[config.mk]
export PLATFORM = sky130hd
export DESIGN_NAME = button_edge_autorepeat_tracker
export DESIGN_NICKNAME = d
export VERILOG_FILES = /design/src/bet_pkg.sv /design/src/button_edge_autorepeat_tracker.sv /design/src/bet_cfg_regs.sv /design/src/bet_step.sv
export SDC_FILE = /design/constraint.sdc
export NUM_CORES = 1
export LEC_CHECK = 0
export BUFFER_PORTS_ARGS = -buffer_cell sky130_fd_sc_hd__buf_2
export CORE_AREA = 2 2 104 147
export CTS_BUF_LIST = sky130_fd_sc_hd__clkbuf_4 sky130_fd_sc_hd__clkbuf_8
export DETAILED_ROUTE_END_ITERATION = 8
export DIE_AREA = 0 0 106 149
export PLACE_DENSITY = 0.79
export SYNTH_ARGS = -nofsm -noshare
export SYNTH_HDL_FRONTEND = slang
export SYNTH_SLANG_ARGS = --single-unit
[constraint.sdc]
create_clock -name clk -period 3.6 [get_ports clk]
set_input_delay 0.72 -clock clk [delete_from_list [all_inputs] [get_ports clk]]
set_output_delay 0.72 -clock clk [all_outputs]
set_load 0.01 [all_outputs]
[src/bet_pkg.sv]
// Package: shared types and constants for the button edge and auto-repeat tracker.
`timescale 1ns / 1ps

package bet_pkg;

    localparam int BUTTON_W             = 8;
    localparam int DEFAULT_BUTTON_COUNT = 8;
    localparam int CFG_INDEX_W          = 8;
    localparam int IN_TDATA_W           = 24;
    localparam int OUT_TDATA_W          = 64;

    localparam logic [BUTTON_W-1:0] INITIAL_DELAY_RST = 8'd16;
    localparam logic [BUTTON_W-1:0] REPEAT_RATE_RST   = 8'd4;

    typedef enum logic
    {
        CMD_SAMPLE = 1'b0,
        CMD_CLEAR  = 1'b1
    } cmd_t;

    typedef enum logic [CFG_INDEX_W-1:0]
    {
        CFG_INITIAL_DELAY = 8'd0,
        CFG_REPEAT_RATE   = 8'd1
    } cfg_index_t;

    typedef struct packed
    {
        logic [BUTTON_W-1:0] initial_delay;
        logic [BUTTON_W-1:0] repeat_rate;
    } cfg_t;

    typedef struct packed
    {
        cmd_t                cmd;
        logic [BUTTON_W-1:0] secondary_combo;
        logic [BUTTON_W-1:0] primary_combo;
        logic [BUTTON_W-1:0] buttons;
    } item_t;

    typedef struct packed
    {
        logic [BUTTON_W-1:0] last_sample;
        logic [BUTTON_W-1:0] new_press;
        logic [BUTTON_W-1:0] repeat_press;
        logic [BUTTON_W-1:0] release_bits;
        logic [BUTTON_W-1:0] countdown;
        logic [BUTTON_W-1:0] held_or;
        logic [BUTTON_W-1:0] new_or;
        logic [BUTTON_W-1:0] repeat_or;
    } track_state_t;

    typedef struct packed
    {
        logic combo_pressed;
        logic combo_held;
    } combo_flags_t;

endpackage

[src/button_edge_autorepeat_tracker.sv]
// Top level: input register, frame state, result register and configuration.
`timescale 1ns / 1ps

// Button edge detector with auto-repeat, sticky accumulators and combo tests.
// Input stream s_axis_*: one item per transfer; tuser carries the command
// (sample frame or clear accumulators), tdata the button vector and two combos.
// Output stream m_axis_*: exactly one result per input item, in order.
// Config channel cfg_*: index 0 is initial_delay, index 1 repeat_rate; always
// ready. Write it only while no item is in flight.
// The input transfer loads the input register, the result register is loaded
// from it, and the result is offered from the result register. Throughput:
// one item per cycle while the receiver does not stall; the frame state is
// updated in the same cycle that moves an item from input to result register,
// so consecutive items chain without a gap.
// When the receiver stalls, the result register holds and the input register
// fills; s_axis_tready drops only once both are occupied.
// Reset clears all frame state and accumulators, sets initial_delay to 16 and
// repeat_rate to 4, and empties both pipeline registers.

module button_edge_autorepeat_tracker
#(
    parameter int BUTTON_COUNT = bet_pkg::DEFAULT_BUTTON_COUNT
)
(
    input  logic                            clk,
    input  logic                            rst_n,
    input  logic                            s_axis_tvalid,
    output logic                            s_axis_tready,
    // [7:0] buttons, [15:8] primary_combo, [23:16] secondary_combo
    input  logic [bet_pkg::IN_TDATA_W-1:0]  s_axis_tdata,
    // [0] cmd
    input  logic                            s_axis_tuser,
    output logic                            m_axis_tvalid,
    input  logic                            m_axis_tready,
    // [7:0] held_now, [15:8] new_presses, [23:16] repeat_presses,
    // [31:24] releases, [39:32] held_accum, [47:40] new_accum,
    // [55:48] repeat_accum, [56] combo_pressed, [57] combo_held, [63:58] zero
    output logic [bet_pkg::OUT_TDATA_W-1:0] m_axis_tdata,
    input  logic                            cfg_valid,
    output logic                            cfg_ready,
    input  logic [bet_pkg::CFG_INDEX_W-1:0] cfg_index,
    input  logic [bet_pkg::BUTTON_W-1:0]    cfg_data
);
    import bet_pkg::*;

    cfg_t                   cfg;
    item_t                  item_reg;
    logic                   in_valid_reg;
    logic                   in_valid_next;
    track_state_t           state_reg;
    track_state_t           state_next;
    combo_flags_t           flags;
    logic [OUT_TDATA_W-1:0] out_data_reg;
    logic [OUT_TDATA_W-1:0] out_data_next;
    logic                   out_valid_reg;
    logic                   out_valid_next;
    logic                   advance;
    logic                   in_xfer;

    assign cfg_ready = 1'b1;

    bet_cfg_regs u_cfg
    (
        .clk      (clk),
        .rst_n    (rst_n),
        .wr_en    (cfg_valid),
        .wr_index (cfg_index),
        .wr_data  (cfg_data),
        .cfg      (cfg)
    );

    bet_step #(.BUTTON_COUNT(BUTTON_COUNT)) u_step
    (
        .item       (item_reg),
        .cfg        (cfg),
        .state      (state_reg),
        .state_next (state_next),
        .flags      (flags)
    );

    // result register free or being drained this cycle
    assign advance       = !out_valid_reg || m_axis_tready;
    assign s_axis_tready = !in_valid_reg || advance;
    assign in_xfer       = s_axis_tvalid && s_axis_tready;

    assign in_valid_next  = in_xfer || (in_valid_reg && !advance);
    assign out_valid_next = advance ? in_valid_reg : out_valid_reg;

    assign out_data_next = {6'b0, flags.combo_held, flags.combo_pressed,
                            state_next.repeat_or, state_next.new_or,
                            state_next.held_or, state_next.release_bits,
                            state_next.repeat_press, state_next.new_press,
                            state_next.last_sample};

    always_ff @(posedge clk or negedge rst_n)
    begin
        if (!rst_n)
        begin
            in_valid_reg  <= 1'b0;
            out_valid_reg <= 1'b0;
            state_reg     <= '0;
        end
        else
        begin
            in_valid_reg  <= in_valid_next;
            out_valid_reg <= out_valid_next;
            if (advance && in_valid_reg)
            begin
                state_reg <= state_next;
            end
        end
    end

    always_ff @(posedge clk)
    begin
        if (in_xfer)
        begin
            item_reg <= item_t'({s_axis_tuser, s_axis_tdata});
        end
        if (advance && in_valid_reg)
        begin
            out_data_reg <= out_data_next;
        end
    end

    assign m_axis_tvalid = out_valid_reg;
    assign m_axis_tdata  = out_data_reg;

endmodule

[src/bet_cfg_regs.sv]
// Configuration registers: initial delay and repeat rate.
`timescale 1ns / 1ps

module bet_cfg_regs
(
    input  logic                            clk,
    input  logic                            rst_n,
    input  logic                            wr_en,
    input  logic [bet_pkg::CFG_INDEX_W-1:0] wr_index,
    input  logic [bet_pkg::BUTTON_W-1:0]    wr_data,
    output bet_pkg::cfg_t                   cfg
);
    import bet_pkg::*;

    cfg_t cfg_reg;
    cfg_t cfg_next;

    always_comb
    begin
        cfg_next = cfg_reg;
        if (wr_en)
        begin
            unique case (wr_index)
                CFG_INITIAL_DELAY: cfg_next.initial_delay = wr_data;
                CFG_REPEAT_RATE:   cfg_next.repeat_rate   = wr_data;
                default:           cfg_next = cfg_reg;
            endcase
        end
    end

    always_ff @(posedge clk or negedge rst_n)
    begin
        if (!rst_n)
        begin
            cfg_reg.initial_delay <= INITIAL_DELAY_RST;
            cfg_reg.repeat_rate   <= REPEAT_RATE_RST;
        end
        else
        begin
            cfg_reg <= cfg_next;
        end
    end

    assign cfg = cfg_reg;

endmodule

[src/bet_step.sv]
// Per-frame step: edges, auto-repeat countdown, accumulators and combo tests.
`timescale 1ns / 1ps

module bet_step
#(
    parameter int BUTTON_COUNT = bet_pkg::DEFAULT_BUTTON_COUNT
)
(
    input  bet_pkg::item_t        item,
    input  bet_pkg::cfg_t         cfg,
    input  bet_pkg::track_state_t state,
    output bet_pkg::track_state_t state_next,
    output bet_pkg::combo_flags_t flags
);
    import bet_pkg::*;

    localparam logic [BUTTON_W-1:0] BTN_MASK = (BUTTON_COUNT >= BUTTON_W) ?
        {BUTTON_W{1'b1}} : BUTTON_W'((64'd1 << BUTTON_COUNT) - 64'd1);

    logic [BUTTON_W-1:0] cur;
    logic [BUTTON_W-1:0] prim;
    logic [BUTTON_W-1:0] sec;
    logic [BUTTON_W-1:0] diff;
    logic [BUTTON_W-1:0] count_dec;
    logic [BUTTON_W-1:0] np;
    logic                prim_full;
    logic                sec_full;

    assign cur       = item.buttons & BTN_MASK;
    assign prim      = item.primary_combo & BTN_MASK;
    assign sec       = item.secondary_combo & BTN_MASK;
    assign diff      = cur ^ state.last_sample;
    assign count_dec = state.countdown - BUTTON_W'(1);

    always_comb
    begin
        state_next = state;
        unique case (item.cmd)
            CMD_CLEAR:
            begin
                state_next.held_or   = '0;
                state_next.new_or    = '0;
                state_next.repeat_or = '0;
            end
            CMD_SAMPLE:
            begin
                state_next.new_press    = diff & cur;
                state_next.repeat_press = diff & cur;
                state_next.release_bits = diff & state.last_sample;
                if (cur != '0 && cur == state.last_sample)
                begin
                    // unchanged non-empty set: run the countdown, reissue on expiry
                    state_next.countdown = count_dec;
                    if (count_dec == '0)
                    begin
                        state_next.repeat_press = cur;
                        state_next.countdown    = cfg.repeat_rate;
                    end
                end
                else
                begin
                    state_next.countdown = cfg.initial_delay;
                end
                state_next.last_sample = cur;
                state_next.held_or     = state.held_or | cur;
                state_next.new_or      = state.new_or | (diff & cur);
                state_next.repeat_or   = state.repeat_or | state_next.repeat_press;
            end
            default: state_next = state;
        endcase
    end

    // combos are tested against the frame state after this item
    assign np        = state_next.new_press;
    assign prim_full = (prim != '0) && ((state_next.last_sample & prim) == prim);
    assign sec_full  = (sec != '0) && ((state_next.last_sample & sec) == sec);

    assign flags.combo_held    = prim_full || sec_full;
    assign flags.combo_pressed = (prim_full && ((np & prim) != '0)) ||
                                 (sec_full && ((np & sec) != '0));

endmodule

Yosys cells after proc, flatten, opt, wreduce, memory -nomap -nowiden
Index checks and enable logic that the tools add are counted.
{ "op_classes": {"n_mux": 7, "n_reduce_logical": 26, "n_addsub": 1, "n_eq_ne": 4, "bitwise": 11} }
{ "op_table": {"columns": ["operator", "n"], "rows": [
  ["8-bit AND", 6],
  ["24-bit case mux with 2 select lines", 1],
  ["40-bit 2-to-1 mux", 1],
  ["8-bit 2-to-1 mux", 5],
  ["8-bit nonzero test", 5],
  ["8-bit equality test", 3],
  ["8-bit OR", 3],
  ["8-bit zero test", 2],
  ["8-bit by 1-bit equality test with 1-bit output (second input constant)", 1],
  ["1-bit logical AND", 8],
  ["8-bit by 1-bit subtractor with 8-bit output (second input constant)", 1],
  ["8-bit bitwise XOR", 1],
  ["2-bit AND reduction", 3],
  ["1-bit logical OR", 5],
  ["1-bit zero test", 3],
  ["1-bit NOT", 1]
]} }
{ "word_totals": {"in_bits": 46, "regBits": 165} }

Logic depth before layout (Yosys ltp)
{ "logic_depth": {"depth_word": 11, "mapped_depth": 8, "ltp_nobuf": 7} }

By module
Synthesis repeated with hierarchy kept, for this count alone.
{ "unflattened": {"hier_cells": 551, "hier_area_um2": 7902.6} }
{ "by_module_without_submodules": {"columns": ["module", "area_each_um2", "cells_per_inst", "n_inst"], "rows": [
  ["button_edge_autorepeat_tracker", 5246.3, 236, 1],
  ["bet_step", 1994.4, 277, 1],
  ["bet_cfg_regs", 661.9, 38, 1]
]} }

Worst setup path before layout
OpenSTA, ideal clock, no wires.
{ "synth_timing": {"kind": "input port to flip-flop", "from": "input port m_axis_tready", "to": "register state_reg[1] (netlist bit)", "path_buffers": 1, "required_ns": 3.516, "setup_ns": 0.084, "setup_slack_ns": 0.263, "arrival_time_ns": 3.253, "path_stages": 6, "cell_sequence": "nand2b_1 -> nand2_1 -> clkinv_1 -> clkbuf_1 -> o21ai_0 -> a21oi_1"} }
{ "synth_via": {"elab_chain_len": 2} }
{ "synth_lines": {"columns": ["item", "line", "text"], "rows": [
  ["from (decl)", "button_edge_autorepeat_tracker.sv:34", "input logic m_axis_tready,"],
  ["1-bit logical OR", "button_edge_autorepeat_tracker.sv:82", "assign advance = !out_valid_reg || m_axis_tready;"],
  ["1-bit logical AND", "button_edge_autorepeat_tracker.sv:107", "if (advance && in_valid_reg)"],
  ["to (signal assigned)", "button_edge_autorepeat_tracker.sv:109", "state_reg <= state_next;"],
  ["to (decl)", "button_edge_autorepeat_tracker.sv:50", "track_state_t state_reg;"]
]} }
No other way between the ends.
A chain may end at the register's enable or synchronous reset.

==> results.md <==
- Clock Skews: 0.0134 ns
- DIE WIDTH: ~110 microns
- Total GRT Usage: 0.201
- DR pass1 iterations: 5
- CTS tree: built
- Synth top area cells: edfxtp_1 (35%), dfrtp_1 (28%), mux2_2 (8.9%), mux2i_1 (3.7%), ha_1 (3.2%)
- Post-layout util: 0.561
- Mapped Cells: 555
- Synth Flop Type: edfxtp_1
- Layout Nets: 731
- Via Count: around 4700
- DP HPWL: 10800 microns
- Area Overhead vs Synth: 15.6%
- Pwr dens: 561 nW/um^2
- Ports: 113
- Post-CTS setup buffer count: 0
- Avg Cell Area, Syn: between 10 and 15 sq um
- # setup viols final: 0
- Reg2Reg Setup Slack: between 0.7 and 0.8 ns
- CTS resizes: 0
- Met1 usage: 0.253
- Largest area contributor in the netlist: edfxtp_1
- CTS buffer count: 17
- IO Port Bufs: 105
- Seq/Total Area, Yosys: 0.639
- Yosys cell types: 49
- Final ANT Viol Nets: 0
- Vias in the first global route: 4755
- Clock transition at the registers of the reported paths: ~0.090 ns
- Initial DRC Count: ~330
- Ys async rst share: 0.497
- Slew @ Worst Pin: 1.19 ns
- Max reg flops: 64
- Most Crowded Layer GR: met2
- CTS root buf: clkbuf_8
- Core footprint: 14700 sq um
- Final TNS setup: 0 ns
- CP endpoint kind: flip-flop
- Max Fclk: 348 MHz
- Crit path from: state_reg[24]$_DFFE_PN0P_
- Reg2reg start: state_reg[24]$_DFFE_PN0P_
- Clock buffer depth: 2
- Global-route track usage on met2: 0.335
- LEAKAGE: 3.75 nW
- CTS Hold Bufs: 0
- Clock insertion delay at the later pin of the skew report: 0.45 ns
- Die Span Y: around 150 microns
- Final Cycle Share: 0.799
- Initial antenna violation count: 0
- Peak supply drop: approximately 0.24 mV
- H-tree depth: 4
- Initial core utilization: 0.486
- Critical path class: flip-flop to flip-flop
- Final min period: 2.87 ns
- RSZ-0062 raised after global routing: false
- Mapped Area: around 7100 sq um
- GR Util met3: 0.0371
- Syn. warnings: 0
- # clock sinks: 165
- Final WL: 15100 microns
- Top-count cell post-synth: edfxtp_1
- Required time worst endpoint: 3.78 ns
- Post-synth EDFFs: 83
- Number of max-cap violations: 0
- WP data arrival: 3.05 ns
- Worst Setup EP: m_axis_tdata[21]$_DFFE_PP_
- Status: finished, final reports clean
- Rel. slew slack: 0.204
- Drt via density: roughly 5.4
- DR WL/cell: around 17 microns
- Slew Limit Fails: 0
- Fin. Hold Viols: 0
- Hold WC Path Type: primary input to flip-flop
- Fin area: 8230 sq um
- First-pass GRT wire length: around 24000 microns
- Synth top area share: 0.350
- FF-to-FF path depth: 7
- Share of cells above drive strength 1: 0.310
- Crit-path max FO: 9
- ANT cells: 0
- Dpl cell area: 7830 sq um
- FF-to-FF End: m_axis_tdata[21]$_DFFE_PP_
- Yosys reg bits: roughly 170
- Top cells by count, synth: edfxtp_1 (83), dfrtp_1 (80), mux2_2 (56)
- Largest net degree at the start of global routing: 83
- Startpoint Class: flip-flop
- Die ar.: 15800 sq um
- Routability cong.: 0.923
- Rows: 53
- Grt total ovfl: 0
- DRC viols: 0
-- critical path: stages (launching register included) --
cell and delay [ns]:
dfrtp_1 0.44, inv_1 0.09, ha_1 0.24, or3b_1 0.38, o21ai_1 0.23, nand4_1 0.53, mux2i_1 0.55, mux2i_1 0.12
-- layout make-up --
| class | instances | area [sq um] |
|---|---|---|
| fill | 1200 | 6430 |
| sequential | 165 | 4550 |
| multi-input combinational | 322 | 2270 |
| timing repair buffer | 115 | 603 |
| clock buffer | 21 | 264 |
| tap | 192 | 240 |
| inverter | 46 | 174 |
| clock inverter | 11 | 129 |
-- how the worst min path moves through the flow --
| stage | from | end | slack [ns] | cells past startpoint |
|---|---|---|---|---|
| 2_1_floorplan | rst_n | in_valid_reg$_DFF_PN0_ | 0.42 | 0 |
| 3_3_place_gp | state_reg[49]$_DFFE_PN0P_ | state_reg[49]$_DFFE_PN0P_ | 0.45 | 2 |
| 6_report | s_axis_tdata[12] | item_reg[12]$_DFFE_PP_ | 0.44 | 1 |
| 3_5_place_dp | state_reg[53]$_DFFE_PN0P_ | state_reg[53]$_DFFE_PN0P_ | 0.46 | 2 |
| 5_1_grt | s_axis_tdata[15] | item_reg[15]$_DFFE_PP_ | 0.42 | 1 |
| 4_1_cts | s_axis_tdata[11] | item_reg[11]$_DFFE_PP_ | 0.42 | 1 |
-- cell usage in the layout, fill, tap and decap left out, types with 7 or more instances in the layout --
cell type	count
buf_4	11
nand2_1	44
dfrtp_1	80
a21oi_1	27
mux2_2	56
mux2i_1	26
nor2_1	50
edfxtp_1	83
nor4_1	9
ha_1	18
a22oi_1	10
buf_2	104
conb_1	7
inv_1	45
o21ai_0	19
clkbuf_8	17
-- where the power goes --
part           internal (mW)  switching, mW
registers               2.31          0.171
logic                  0.349          0.477
clock network          0.650          0.661
-- through the flow --
stage	setup slack, ns	instances	power (mW)	hold slack (ns)
2_1_floorplan	0.263	560	3.01	0.424
3_3_place_gp	0.799	840	3.28	0.453
3_5_place_dp	0.747	840	3.34	0.460
4_1_cts	0.733	872	4.64	0.420
5_1_grt	0.472	872	4.84	0.420
6_report	0.725	872	4.62	0.436
-- kinds of logic after synthesis --
kind of cell / Yosys count / synth area share
xor gates and xnor gates: 3 / 0.00369
and+or+nand+nor: 137 / 0.0877
adders and majority gates: 18 / 0.0316
DFF: 165 / 0.639
buffers and inverters: 73 / 0.0466
muxes: 82 / 0.125
AOI/OAI and AO/OA: 75 / 0.0656
other: 2 / 0.00105
-- per-layer routing --
| layer | share of wire | vias up |
|---|---|---|
| met2 | 0.51 | 194 |
| met3 | 0.057 | 50 |
| li1 | - | 2172 |
| met5 | 0 | - |
| met4 | 0.036 | 0 |
| met1 | 0.39 | 2295 |
(Power assumes the default switching activity.)
